## config.mk

```make
export PLATFORM = sky130hd
export DESIGN_NAME = tia_cell
export DESIGN_NICKNAME = d
export VERILOG_FILES = /design/src/hdl/tia_pkg.sv /design/src/hdl/tia_cell.sv
export SDC_FILE = /design/constraint.sdc
export NUM_CORES = 1
export LEC_CHECK = 0
export ABC_CLOCK_PERIOD_IN_PS = 850
export BUFFER_PORTS_ARGS = -buffer_cell sky130_fd_sc_hd__buf_2
export CORE_ASPECT_RATIO = 0.7
export CORE_UTILIZATION = 56
export CTS_CLUSTER_SIZE = 30
export DETAILED_ROUTE_END_ITERATION = 7
export PLACE_DENSITY = 0.83
export SLEW_MARGIN = 20
export SYNTH_ARGS = -nofsm -noshare
export SYNTH_HDL_FRONTEND = slang
export SYNTH_SLANG_ARGS = --single-unit
```

## constraint.sdc

```tcl
create_clock -name clk_i -period 0.85 [get_ports clk_i]
set_input_delay 0 -clock clk_i [delete_from_list [all_inputs] [get_ports clk_i]]
set_output_delay 0 -clock clk_i [all_outputs]
set_load 0.02 [all_outputs]
```

## src/hdl/tia_pkg.sv

```systemverilog
// shared types and constants for the typed integer alu
package tia_pkg;

  localparam int unsigned DataWidthDefault = 64;

  typedef enum logic [3:0] {
    OP_MUL = 4'd0,
    OP_DIV = 4'd1,
    OP_MOD = 4'd2,
    OP_ADD = 4'd3,
    OP_SUB = 4'd4,
    OP_OR  = 4'd5,
    OP_AND = 4'd6,
    OP_XOR = 4'd7,
    OP_SHL = 4'd8,
    OP_ASR = 4'd9,
    OP_SHR = 4'd10,
    OP_NOT = 4'd11,
    OP_NEG = 4'd12,
    OP_POS = 4'd13
  } op_e;

  typedef enum logic [1:0] {
    KIND_PASS = 2'd0,
    KIND_MUL  = 2'd1,
    KIND_DIV  = 2'd2,
    KIND_MOD  = 2'd3
  } kind_e;

  typedef struct packed {
    logic  valid;
    kind_e kind;
    logic  is_null;
    logic  neg_quo;
    logic  neg_rem;
  } ctrl_t;

endpackage

```

## src/hdl/tia_cell.sv

```systemverilog
// one shift-add multiply step, one restoring divide step, or a pass-through of the simple result
module tia_cell #(
  parameter int unsigned DataWidth = tia_pkg::DataWidthDefault
) (
  input  logic                 clk_i,
  input  logic                 rst_ni,
  input  logic                 en_i,
  input  tia_pkg::ctrl_t       ctrl_i,
  input  logic [DataWidth-1:0] x_i,
  input  logic [DataWidth-1:0] y_i,
  input  logic [DataWidth-1:0] acc_i,
  output tia_pkg::ctrl_t       ctrl_o,
  output logic [DataWidth-1:0] x_o,
  output logic [DataWidth-1:0] y_o,
  output logic [DataWidth-1:0] acc_o
);

  tia_pkg::ctrl_t       ctrl_q;
  logic [DataWidth-1:0] x_d, x_q, y_d, y_q, acc_d, acc_q;
  logic [DataWidth-1:0] rem, diff, sum;
  logic                 ge;

  assign rem  = {acc_i[DataWidth-2:0], x_i[DataWidth-1]};
  assign ge   = (rem >= y_i);
  assign diff = rem - y_i;
  assign sum  = acc_i + x_i;

  always_comb begin
    x_d   = x_i;
    y_d   = y_i;
    acc_d = acc_i;
    case (ctrl_i.kind)
      tia_pkg::KIND_MUL: begin
        acc_d = y_i[0] ? sum : acc_i;
        x_d   = x_i << 1;
        y_d   = y_i >> 1;
      end
      tia_pkg::KIND_DIV, tia_pkg::KIND_MOD: begin
        acc_d = ge ? diff : rem;
        x_d   = {x_i[DataWidth-2:0], ge};
      end
      default: ;
    endcase
  end

  always_ff @(posedge clk_i or negedge rst_ni) begin
    if (!rst_ni) begin
      ctrl_q <= '0;
    end else if (en_i) begin
      ctrl_q <= ctrl_i;
    end
  end

  always_ff @(posedge clk_i) begin
    if (en_i) begin
      x_q   <= x_d;
      y_q   <= y_d;
      acc_q <= acc_d;
    end
  end

  assign ctrl_o = ctrl_q;
  assign x_o    = x_q;
  assign y_o    = y_q;
  assign acc_o  = acc_q;

endmodule

```

==> results.yml, run 1 <==
placed_design:
  place.gp.congestion: 1.01
  port-buffer-count: 398
  dp_hpwl_mm: 57.9
clock_tree:
  postCtsHoldBufs: 158
  clock_path_buffers: 2
  numCtsBuffers: 17
  cts.sinks: 198
  cts_root_buf: "clkbuf_16"
  cts_resized: 420
  htreeDepth: 4
  cts_setup_buffers: 53
synth:
  yosys-top-cells-area: "edfxtp_1, ha_1, a21oi_1"
  synth_top_area_share_pct: 33.9
  synthXorXnorAreaFrac_pct: 5.51
  ys_ff_latch: 198
  synth_compound_area_share_pct: 24.5
  synth_top_family_by_area: "compound AO/OA/AOI/OAI gates"
  muxShareOfSynthArea_pct: 6.14
  ys_warn_count: 0
  synth.most_common_cell: "a21oi_1"
  syn-num-nets: 2255
  synthFlopType: "edfxtp_1"
  syn_inst: 1925
  synth_largest_area_cell: "edfxtp_1"
  yosysSeqAreaShare_pct: 34.8
  synthTopCellsByCount: "a21oi_1, edfxtp_1, nand2_1"
  synth_cell_types: 81
  synthArstFlopShare_pct: 3.03
  yosys.area_share.simple_pct: 14.1
  synth_adder_area_share_pct: 9.59
  synthesis.area_um2: 17000
  synth-edff-count: 192
  syn_avg_cell_area_um2: 8.83
die:
  die_h_um: 148
  fp.dieW_um: 210
  initial_utilization_pct: 57.9
  fp-row-count: 52
  io_pins: 399
status:
  error: "[ERROR DPL-0038] Utilization greater than 100%, impossible to legalize"
  stop_stage: "clock tree synthesis"
  status: "stopped before the end"
per-stage QoR:
stage / instances / TNS (ns) / worst slack (ns) / utilization (%) / instance area, um^2
detailed placement: 3286 / -197.24 / -2.55 / 85.9 / 25200
global placement: 3286 / -187.38 / -2.40 / 85.9 / 25200
floorplan: 1925 / -125.17 / -1.79 / - / 18300
cell families after synthesis:
family | count (synthesis)
AO/OA/AOI/OAI | 664
AND/OR/NAND/NOR | 504
buffers and inverters | 229
flip-flops | 198
adder cells (fa/ha/maj) | 129
XOR/XNOR | 107
multiplexers | 94
==> run 2, diff against run 1 <==
--- a/config.mk
+++ b/config.mk
@@ -7,11 +7,9 @@
 export LEC_CHECK = 0
 export ABC_CLOCK_PERIOD_IN_PS = 850
 export BUFFER_PORTS_ARGS = -buffer_cell sky130_fd_sc_hd__buf_2
-export CORE_ASPECT_RATIO = 0.7
-export CORE_UTILIZATION = 56
-export CTS_CLUSTER_SIZE = 30
+export CORE_UTILIZATION = 40
 export DETAILED_ROUTE_END_ITERATION = 7
-export PLACE_DENSITY = 0.83
+export PLACE_DENSITY_LB_ADDON = 0.15
 export SLEW_MARGIN = 20
 export SYNTH_ARGS = -nofsm -noshare
 export SYNTH_HDL_FRONTEND = slang
==> results.yml, run 2 <==
status:
  status: "complete, but fails checks"
  failed_checks: "negative hold slack, negative setup slack"
synth:
  synthFlopType: "edfxtp_1"
  synthesis.area_um2: 17000
  synth-edff-count: 192
  synth_top_area_share_pct: 33.9
  synth.most_common_cell: "a21oi_1"
  ys_ff_latch: 198
  syn-num-nets: 2255
  yosys-top-cells-area: "edfxtp_1, ha_1, a21oi_1"
  ys_warn_count: 0
  synthTopCellsByCount: "a21oi_1, edfxtp_1, nand2_1"
  syn_avg_cell_area_um2: 8.83
  synthArstFlopShare_pct: 3.03
  syn_inst: 1925
  synth_largest_area_cell: "edfxtp_1"
  yosysSeqAreaShare_pct: 34.8
  synth_cell_types: 81
layout:
  fillers: 2805
  design_area_um2: 32400
  layout_commonest_cell: "buf_4"
  mostFrequentLayoutCells: "buf_4, buf_6, buf_2"
  syn2layout_area_growth_pct: 90.8
  layout.nets: 3590
  antennaDiodeCount: 0
  drive_above_1_share_pct: 50.4
  final_core_util_pct: 77.3
clock_tree:
  clock_path_buffers: 2
  clock_latency_ns: 0.50
  tritoncts: "yes"
  htreeDepth: 4
  cts_root_buf: "clkbuf_16"
  postCtsHoldBufs: 215
  cts.sinks: 198
  clk_pin_slew_ns: 0.07
  numCtsBuffers: 17
setup_path:
  arrival_ns: 3.00
  r2r_cells: 1
  r2r_end: "ctrl_o[3]$_DFFE_PN0P_"
  worstSetupPathType: "in2reg"
  path_cells: "buf_6 -> ha_4 -> nand4_1 -> or4_4 -> a31oi_4 -> o21ai_4 -> buf_6 -> a21oi_4 -> a21oi_4 -> o31a_1 -> o311a_1 -> o21ai_1 -> o211ai_1"
  crit_fanout: 4
  slowest_delay_ns: 0.55
  cp-start-kind: "input pin"
  cp_slowest_cell: "or4_4"
  startpoint: "acc_i[25]"
  cp.required_ns: 1.10
  ff2ff_setup_slack_ns: 0.04
  r2r-start: "ctrl_o[3]$_DFFE_PN0P_"
  crit_path_end_kind: "flip-flop"
  endpoint: "acc_o[57]$_DFFE_PP_"
global_routing:
  grt_max_degree: 45
  grt-ovfl-total: 0
  antenna_found_initial: 0
  grt_pass1_vias: 21583
  grt_usage_pct: 36.1
  grt_pass1_wl_mm: 121
sta:
  fin_crit_ns: 2.75
  fin_ws_ns: -1.90
  setup_viol_count_final: 264
  finalHoldViolCount: 8
  clock.fmax_mhz: 364
  fin_worst_skew_ns: 0
  fin_crit_sh_pct: 323
  worst_slew_pin_slew_ns: 0.811
  holdWs_ns: -0.0355
  setup_tns_ns: -144.80
  finalMaxSlewViolations: 0
  rsz0062_at_grt: "true"
  slew_headroom_pct: 45.4
die:
  initial_utilization_pct: 40.5
  io_pins: 399
  die_h_um: 208
  core-area_um2: 41900
  fp-row-count: 75
  die_area_um2: 43300
  fp.dieW_um: 208
placed_design:
  port-buffer-count: 398
  dp_hpwl_mm: 57.1
  place.gp.congestion: 0.955
  postPlaceCellArea_um2: 25700
detailed_routing:
  avgRoutedWirePerCell_um: 21.7
  drt-initial-drc-count: 1826
  ant_nets: 0
  dr_total_vias: 21297
  via_per_inst: 5.59
  drcViolationCount: 0
  wl_mm: 82.6
  drt_pre_antenna_iters: 6
power:
  p_leak_nw: 14.7
  ir_worst_vdd_v: 0.00184
  powerDensity_nw_per_um2: 1320
min_path:
  hp-class: "in2reg"
flow_run:
  cap_violations: 0
-- run 2: cell counts after synthesis --
Identical to the previous run, type by type.
-- run 2: power by group --
part	switching, mW	internal (mW)	total [mW]	leakage (nW)
logic	10.7	11.2	21.9	12.5
clock network	4.25	4.02	8.26	0.252
registers	0.554	12.0	12.5	1.95
total	15.5	27.2	42.7	14.7
-- run 2: final cells by class --
| cell class | count | area, um^2 | share of cell area (%) |
|---|---|---|---|
| timing repair buffer | 1434 | 12300 | 38.0 |
| tap | 539 | 674 | 2.08 |
| sequential | 198 | 5920 | 18.2 |
| clock buffer | 20 | 437 | 1.35 |
| inverter | 111 | 459 | 1.42 |
| clock inverter | 12 | 104 | 0.320 |
| multi-input combinational | 1498 | 12500 | 38.6 |
-- run 2: how the worst min path moves through the flow --
| stage | start | endpoint | slack (ns) | cells after the start |
|---|---|---|---|---|
| after floorplan | rst_ni | ctrl_o[0]$_DFFE_PN0P_ | -0.30 | 0 |
| after global placement | rst_ni | ctrl_o[1]$_DFFE_PN0P_ | -0.17 | 1 |
| after detailed placement | rst_ni | ctrl_o[1]$_DFFE_PN0P_ | -0.16 | 1 |
| after CTS | acc_i[7] | acc_o[7]$_DFFE_PP_ | -0.07 | 4 |
| after global routing | acc_i[37] | acc_o[37]$_DFFE_PP_ | -0.03 | 4 |
| final | acc_i[7] | acc_o[7]$_DFFE_PP_ | -0.04 | 4 |
-- run 2: worst max-delay path: cells and delay by family --
family	cells	cell delay, ns
AO/OA/AOI/OAI	8	1.66
AND/OR/NAND/NOR	2	0.83
buffers and inverters	2	0.25
adder cells (fa/ha/maj)	1	0.25
-- run 2: cells by family (layout without fill, tap and decap cells) --
| kind of cell | after synthesis | in the layout | synth area share [%] |
|---|---|---|---|
| fa+ha+maj | 129 | 129 | 9.59 |
| xor+xnor | 107 | 107 | 5.51 |
| buf+inv | 229 | 1577 | 5.33 |
| simple gates | 504 | 504 | 14.1 |
| compound gates | 664 | 664 | 24.5 |
| flops | 198 | 198 | 34.8 |
| mux | 94 | 94 | 6.14 |
-- run 2: through the flow --
step,power [mW],setup slack [ns],instances
after CTS,40.8,-1.81,3781
final,42.7,-1.90,3812
after detailed placement,29.1,-2.66,3450
after floorplan,21.4,-1.79,1925
after global placement,29.0,-2.63,3450
after global routing,44.3,-1.89,3812
-- run 2: timing repair --
item	in CTS	in global routing
endpoints found under the hold margin	192	7
gates resized for setup	471	289
pin swaps	156	119
cloned	8	8
endpoints found under the setup margin	309	413
buffers inserted	83	41
-- run 2: routing by layer --
layer | track usage (%) | vias to the layer above | wire length [um]
li1 | - | 9849 | -
met1 | 44.9 | 10357 | 33700
met2 | 62.4 | 891 | 40400
met3 | 6.40 | 200 | 5430
met4 | 13.4 | 0 | 3050
met5 | 0 | - | 0
Note: power is estimated with default switching activity, not from simulation.
==> run 3, diff against run 2 <==
--- a/config.mk
+++ b/config.mk
@@ -5,6 +5,7 @@
 export SDC_FILE = /design/constraint.sdc
 export NUM_CORES = 1
 export LEC_CHECK = 0
+export ABC_AREA = 1
 export ABC_CLOCK_PERIOD_IN_PS = 850
 export BUFFER_PORTS_ARGS = -buffer_cell sky130_fd_sc_hd__buf_2
 export CORE_UTILIZATION = 40
==> results.yml, run 3 <==
global_routing:
  antenna_found_initial: 0
  grt_pass1_vias: 27317
  grt_usage_pct: 37.1
  grt_pass1_wl_mm: 156
  grt-ovfl-total: 0
  grt_max_degree: 67
placed_design:
  dp_cells: 5510
  place.gp.congestion: 1.02
  postPlaceCellArea_um2: 30700
  dp_slack_ns: -1.67
  dp_hpwl_mm: 83.3
  port-buffer-count: 398
sta:
  fin_ws_ns: -0.900
  worst_slew_pin_slew_ns: 0.591
  holdWs_ns: 0.00863
  fin_worst_skew_ns: 0
  fin_crit_sh_pct: 206
  clock.fmax_mhz: 571
  setup_viol_count_final: 270
  slew_headroom_pct: 60.6
  setup_tns_ns: -102.59
  finalMaxSlewViolations: 0
  rsz0062_at_grt: "true"
  fin_crit_ns: 1.75
  finalHoldViolCount: 0
synth:
  synth_adder_area_share_pct: 7.35
  synth_top_area_share_pct: 27.9
  synthFlopType: "edfxtp_1"
  yosys.area_share.simple_pct: 41.4
  synth-edff-count: 192
  synth.most_common_cell: "nand2_1"
  syn-num-nets: 4177
  synth_largest_area_cell: "nand2_1"
  yosysSeqAreaShare_pct: 26.7
  syn_avg_cell_area_um2: 5.76
  synthesis.area_um2: 22200
  muxShareOfSynthArea_pct: 0.254
  yosys-top-cells-area: "nand2_1, edfxtp_1, inv_1"
  synthTopCellsByCount: "nand2_1, inv_1, nor2_1"
  synth_compound_area_share_pct: 7.63
  synth_top_family_by_area: "simple AND/OR/NAND/NOR gates"
  ys_warn_count: 0
  synthXorXnorAreaFrac_pct: 1.30
  synthArstFlopShare_pct: 3.03
  syn_inst: 3847
  ys_ff_latch: 198
  synth_cell_types: 45
setup_path:
  slowest_delay_ns: 0.40
  cp_slowest_cell: "fa_2"
  worstSetupPathType: "in2reg"
  path_cells: "buf_12 -> inv_12 -> ha_4 -> fa_2 -> nor2_4 -> o21ai_2 -> nand2_2 -> nand2_2 -> nand2_2 -> nand2_2 -> nand3_4 -> nand2_8 -> nand2_8 -> buf_12 -> clkbuf_16 -> nand3_2 -> nand2_1 -> nand3_1"
  crit_buf_inv: 4
  arrival_ns: 2.02
  cpMostUsedCell: "nand2_2"
  crit_fanout: 6
  cp.required_ns: 1.11
  cp_top_family: "simple AND/OR/NAND/NOR gates"
  cp-start-kind: "input pin"
  crit_path_end_kind: "flip-flop"
clock_tree:
  numCtsBuffers: 17
  clock_latency_ns: 0.51
  clk_pin_slew_ns: 0.08
  clock_path_buffers: 2
  tritoncts: "yes"
  cts_root_buf: "clkbuf_16"
  cts.sinks: 198
  htreeDepth: 4
layout:
  antennaDiodeCount: 0
  layout.nets: 5442
  design_area_um2: 37500
  stdcell_count: 5821
  drive_above_1_share_pct: 34.3
  syn2layout_area_growth_pct: 69.3
  mostFrequentLayoutCells: "nand2_1, inv_1, buf_4"
  final_core_util_pct: 69.2
  layout_commonest_cell: "nand2_1"
power:
  powerDensity_nw_per_um2: 1200
  ir_worst_vdd_v: 0.00183
  p_leak_nw: 20.2
  power_mw: 44.9
detailed_routing:
  via_per_inst: 5.02
  dr_total_vias: 29206
  drt-initial-drc-count: 2358
  drcViolationCount: 0
  drt_pre_antenna_iters: 5
  wl_mm: 110
  ant_nets: 0
  avgRoutedWirePerCell_um: 18.9
status:
  failed_checks: "negative setup slack"
  status: "complete, but fails checks"
die:
  fp-row-count: 85
  initial_utilization_pct: 40.9
  fp.dieW_um: 237
  die_area_um2: 56300
  core-area_um2: 54200
  io_pins: 399
  die_h_um: 237
min_path:
  hp-class: "in2reg"
flow_run:
  cap_violations: 0
-- run 3: layout make-up --
cell class	instances	area (um^2)
fill	4658	16700
multi-input combinational	2769	15800
timing repair buffer	1317	11300
sequential	198	5920
inverter	809	3090
tap	696	871
clock buffer	26	499
clock inverter	6	43.8
-- run 3: final timing paths --
kind	slack (ns)	from	cells past startpoint	end
worst max register to register	-0.06	ctrl_o[1]$_DFFE_PN0P_	2	ctrl_o[1]$_DFFE_PN0P_
max in group asynchronous	0.16	rst_ni	3	ctrl_o[0]$_DFFE_PN0P_
worst min register to register	0.56	ctrl_o[4]$_DFFE_PN0P_	1	ctrl_o[4]$_DFFE_PN0P_
min in group asynchronous	0.43	rst_ni	3	ctrl_o[5]$_DFFE_PN0P_
worst max-delay path	-0.90	x_i[63]	18	acc_o[49]$_DFFE_PP_
worst min-delay path	0.009	y_i[51]	4	y_o[51]$_DFFE_PP_
-- run 3: cell families (layout without fill, tap and decap cells) --
logic type | count (synthesis) | after routing
adders and majority gates | 129 | 129
muxes | 5 | 5
AOI/OAI and AO/OA | 317 | 317
buffers and inverters | 884 | 2158
DFF | 198 | 198
and+or+nand+nor | 2281 | 2285
xor gates and xnor gates | 33 | 33
-- run 3: metal layers --
metal / track usage [%] / vias to the layer above / wire [um]
li1: - / 14363 / -
met5: 0 / - / 0
met3: 6.51 / 315 / 8780
met4: 21.9 / 0 / 7610
met2: 60.3 / 1344 / 49700
met1: 46.1 / 13184 / 44100
-- run 3: power by group --
part           switching [mW]  internal (mW)
Sequential              0.870           12.0
Combinational            13.1           10.6
Clock                    4.25           4.07
Total                    18.2           26.7
-- run 3: timing repair --
| item | CTS | global route |
|---|---|---|
| pin swaps | 54 | 103 |
| hold buffers | 224 | 3 |
| cloned | 11 | 5 |
| setup buffers | 28 | 17 |
| resized for setup | 340 | 614 |
| hold endpoints to repair | 194 | 8 |
| endpoints found under the setup margin | 263 | 458 |
-- run 3: worst min-delay path, delay by kind of cell --
kind / cells / cell delay [ns]
buf+inv: 3 / 0.27
compound gates: 1 / 0.14
==> run 4, diff against run 3 <==
--- a/config.mk
+++ b/config.mk
@@ -10,7 +10,6 @@
 export BUFFER_PORTS_ARGS = -buffer_cell sky130_fd_sc_hd__buf_2
 export CORE_UTILIZATION = 40
 export DETAILED_ROUTE_END_ITERATION = 7
-export PLACE_DENSITY_LB_ADDON = 0.15
 export SLEW_MARGIN = 20
 export SYNTH_ARGS = -nofsm -noshare
 export SYNTH_HDL_FRONTEND = slang
==> results.yml, run 4 (synthesis gave the netlist of run 3 again) <==
status:
  status: "complete, but fails checks"
  failed_checks: "negative hold slack, negative setup slack"
die:
  io_pins: 399
  fp.dieW_um: 237
  core-area_um2: 54200
  fp-row-count: 85
  initial_utilization_pct: 40.9
  die_area_um2: 56300
  die_h_um: 237
detailed_routing:
  wl_mm: 118
  drcViolationCount: 0
  drt-initial-drc-count: 2819
  ant_nets: 0
  via_per_inst: 5.09
  drt_pre_antenna_iters: 8
  avgRoutedWirePerCell_um: 19.9
  dr_total_vias: 30137
global_routing:
  grt_usage_pct: 39.1
  grt_max_degree: 75
  grt-ovfl-total: 0
  grt_pass1_vias: 27932
  antenna_found_initial: 2
  grt_pass1_wl_mm: 164
clock_tree:
  numCtsBuffers: 17
  cts.sinks: 198
  clock_latency_ns: 0.53
  cts_root_buf: "clkbuf_16"
  clk_pin_slew_ns: 0.09
  clock_path_buffers: 2
  htreeDepth: 4
  tritoncts: "yes"
sta:
  holdWs_ns: -0.0368
  fin_ws_ns: -1.00
  fin_worst_skew_ns: 0
  finalHoldViolCount: 31
  setup_viol_count_final: 269
  worst_slew_pin_slew_ns: 0.669
  rsz0062_at_grt: "true"
  finalMaxSlewViolations: 0
  slew_headroom_pct: 54.9
  fin_crit_ns: 1.85
  fin_crit_sh_pct: 218
  clock.fmax_mhz: 539
setup_path:
  r2r-start: "ctrl_o[0]$_DFFE_PN0P_"
  crit_fanout: 7
  ff2ff_setup_slack_ns: 0
  cp-start-kind: "input pin"
  crit_buf_inv: 5
  slowest_delay_ns: 0.23
  cp.required_ns: 1.12
  cpMostUsedCell: "nand2_2"
  worstSetupPathType: "in2reg"
  r2r_end: "ctrl_o[0]$_DFFE_PN0P_"
  r2r_cells: 1
  cp.depth: 17
  arrival_ns: 2.12
  path_cells: "buf_4 -> buf_6 -> ha_4 -> nand2_2 -> nand2_2 -> nand2_1 -> nand2_2 -> inv_2 -> nand2_4 -> a21oi_4 -> nand3_4 -> nand2_8 -> nand2_8 -> buf_12 -> buf_12 -> nor2_1 -> o21ai_1"
  crit_path_end_kind: "flip-flop"
  cp_top_family: "simple AND/OR/NAND/NOR gates"
  startpoint: "acc_i[20]"
  endpoint: "acc_o[8]$_DFFE_PP_"
  cp_slowest_cell: "ha_4"
placed_design:
  dp_hpwl_mm: 88.6
  port-buffer-count: 398
  place.gp.congestion: 1.04
  dp_cells: 5580
layout:
  stdcell_count: 5920
  antennaDiodeCount: 0
  mostFrequentLayoutCells: "nand2_1, buf_4, inv_1"
  drive_above_1_share_pct: 38.6
  layout.nets: 5542
  syn2layout_area_growth_pct: 77.5
  layout_commonest_cell: "nand2_1"
power:
  power_mw: 47.0
  powerDensity_nw_per_um2: 1200
  p_leak_nw: 21.0
  ir_worst_vdd_v: 0.00186
flow_run:
  cap_violations: 0
min_path:
  hp-class: "in2reg"
  hold_depth: 4
run 4: what timing repair did:
item | CTS | global route
setup buffers | 47 | 37
endpoints found under the hold margin | 201 | 17
pin swaps | 88 | 183
hold buffers | 217 | 2
cloned | 11 | 3
gates resized for setup | 629 | 614
endpoints found under the setup margin | 263 | 397
run 4: area by class of cell:
class,instances,area [um^2]
Clock buffer,17,425
Tap cell,696,871
Multi-Input combinational cell,2769,16700
Fill cell,4444,14900
Timing Repair Buffer,1417,12300
Inverter,809,3090
Sequential cell,198,5920
Clock inverter,14,126
run 4: worst min-delay path by stage:
| stage | end | from | slack [ns] |
|---|---|---|---|
| floorplan | ctrl_o[0]$_DFFE_PN0P_ | rst_ni | -0.30 |
| global placement | ctrl_o[1]$_DFFE_PN0P_ | rst_ni | -0.17 |
| detailed placement | ctrl_o[1]$_DFFE_PN0P_ | rst_ni | -0.17 |
| CTS | acc_o[14]$_DFFE_PP_ | acc_i[14] | -0.05 |
| global route | acc_o[14]$_DFFE_PP_ | acc_i[14] | -0.04 |
| finish | acc_o[14]$_DFFE_PP_ | acc_i[14] | -0.04 |
run 4: where the power goes:
group / total [mW] / internal (mW) / switching (mW)
registers: 12.8 / 12.0 / 0.832
logic: 25.5 / 11.5 / 14.0
clock network: 8.70 / 4.06 / 4.64
total: 47.0 / 27.6 / 19.5
run 4: per-layer routing:
metal  GRT usage (%)  vias to the layer above  part of all wire [%]
met5               0                        -                     0
met2            63.9                     1526                    45
met1            48.3                    13663                    39
met3            5.47                      381                   8.4
li1                -                    14567                     -
met4            24.9                        0                   7.6
run 4: metrics by stage:
| stage | utilization (%) | worst slack, ns | setup TNS (ns) | hold slack (ns) | cell area (um^2) |
|---|---|---|---|---|---|
| after detailed placement | 57.6 | -1.62 | -135.60 | -0.169 | 31300 |
| final | 72.5 | -1.00 | -107.76 | -0.0368 | 39300 |
| after global placement | 57.6 | -1.60 | -133.30 | -0.171 | 31300 |
| after global routing | 72.5 | -1.04 | -112.63 | -0.0352 | 39300 |
| after floorplan | - | -1.03 | -68.75 | -0.296 | 23200 |
| after CTS | 67.9 | -0.845 | -127.95 | -0.0534 | 36800 |
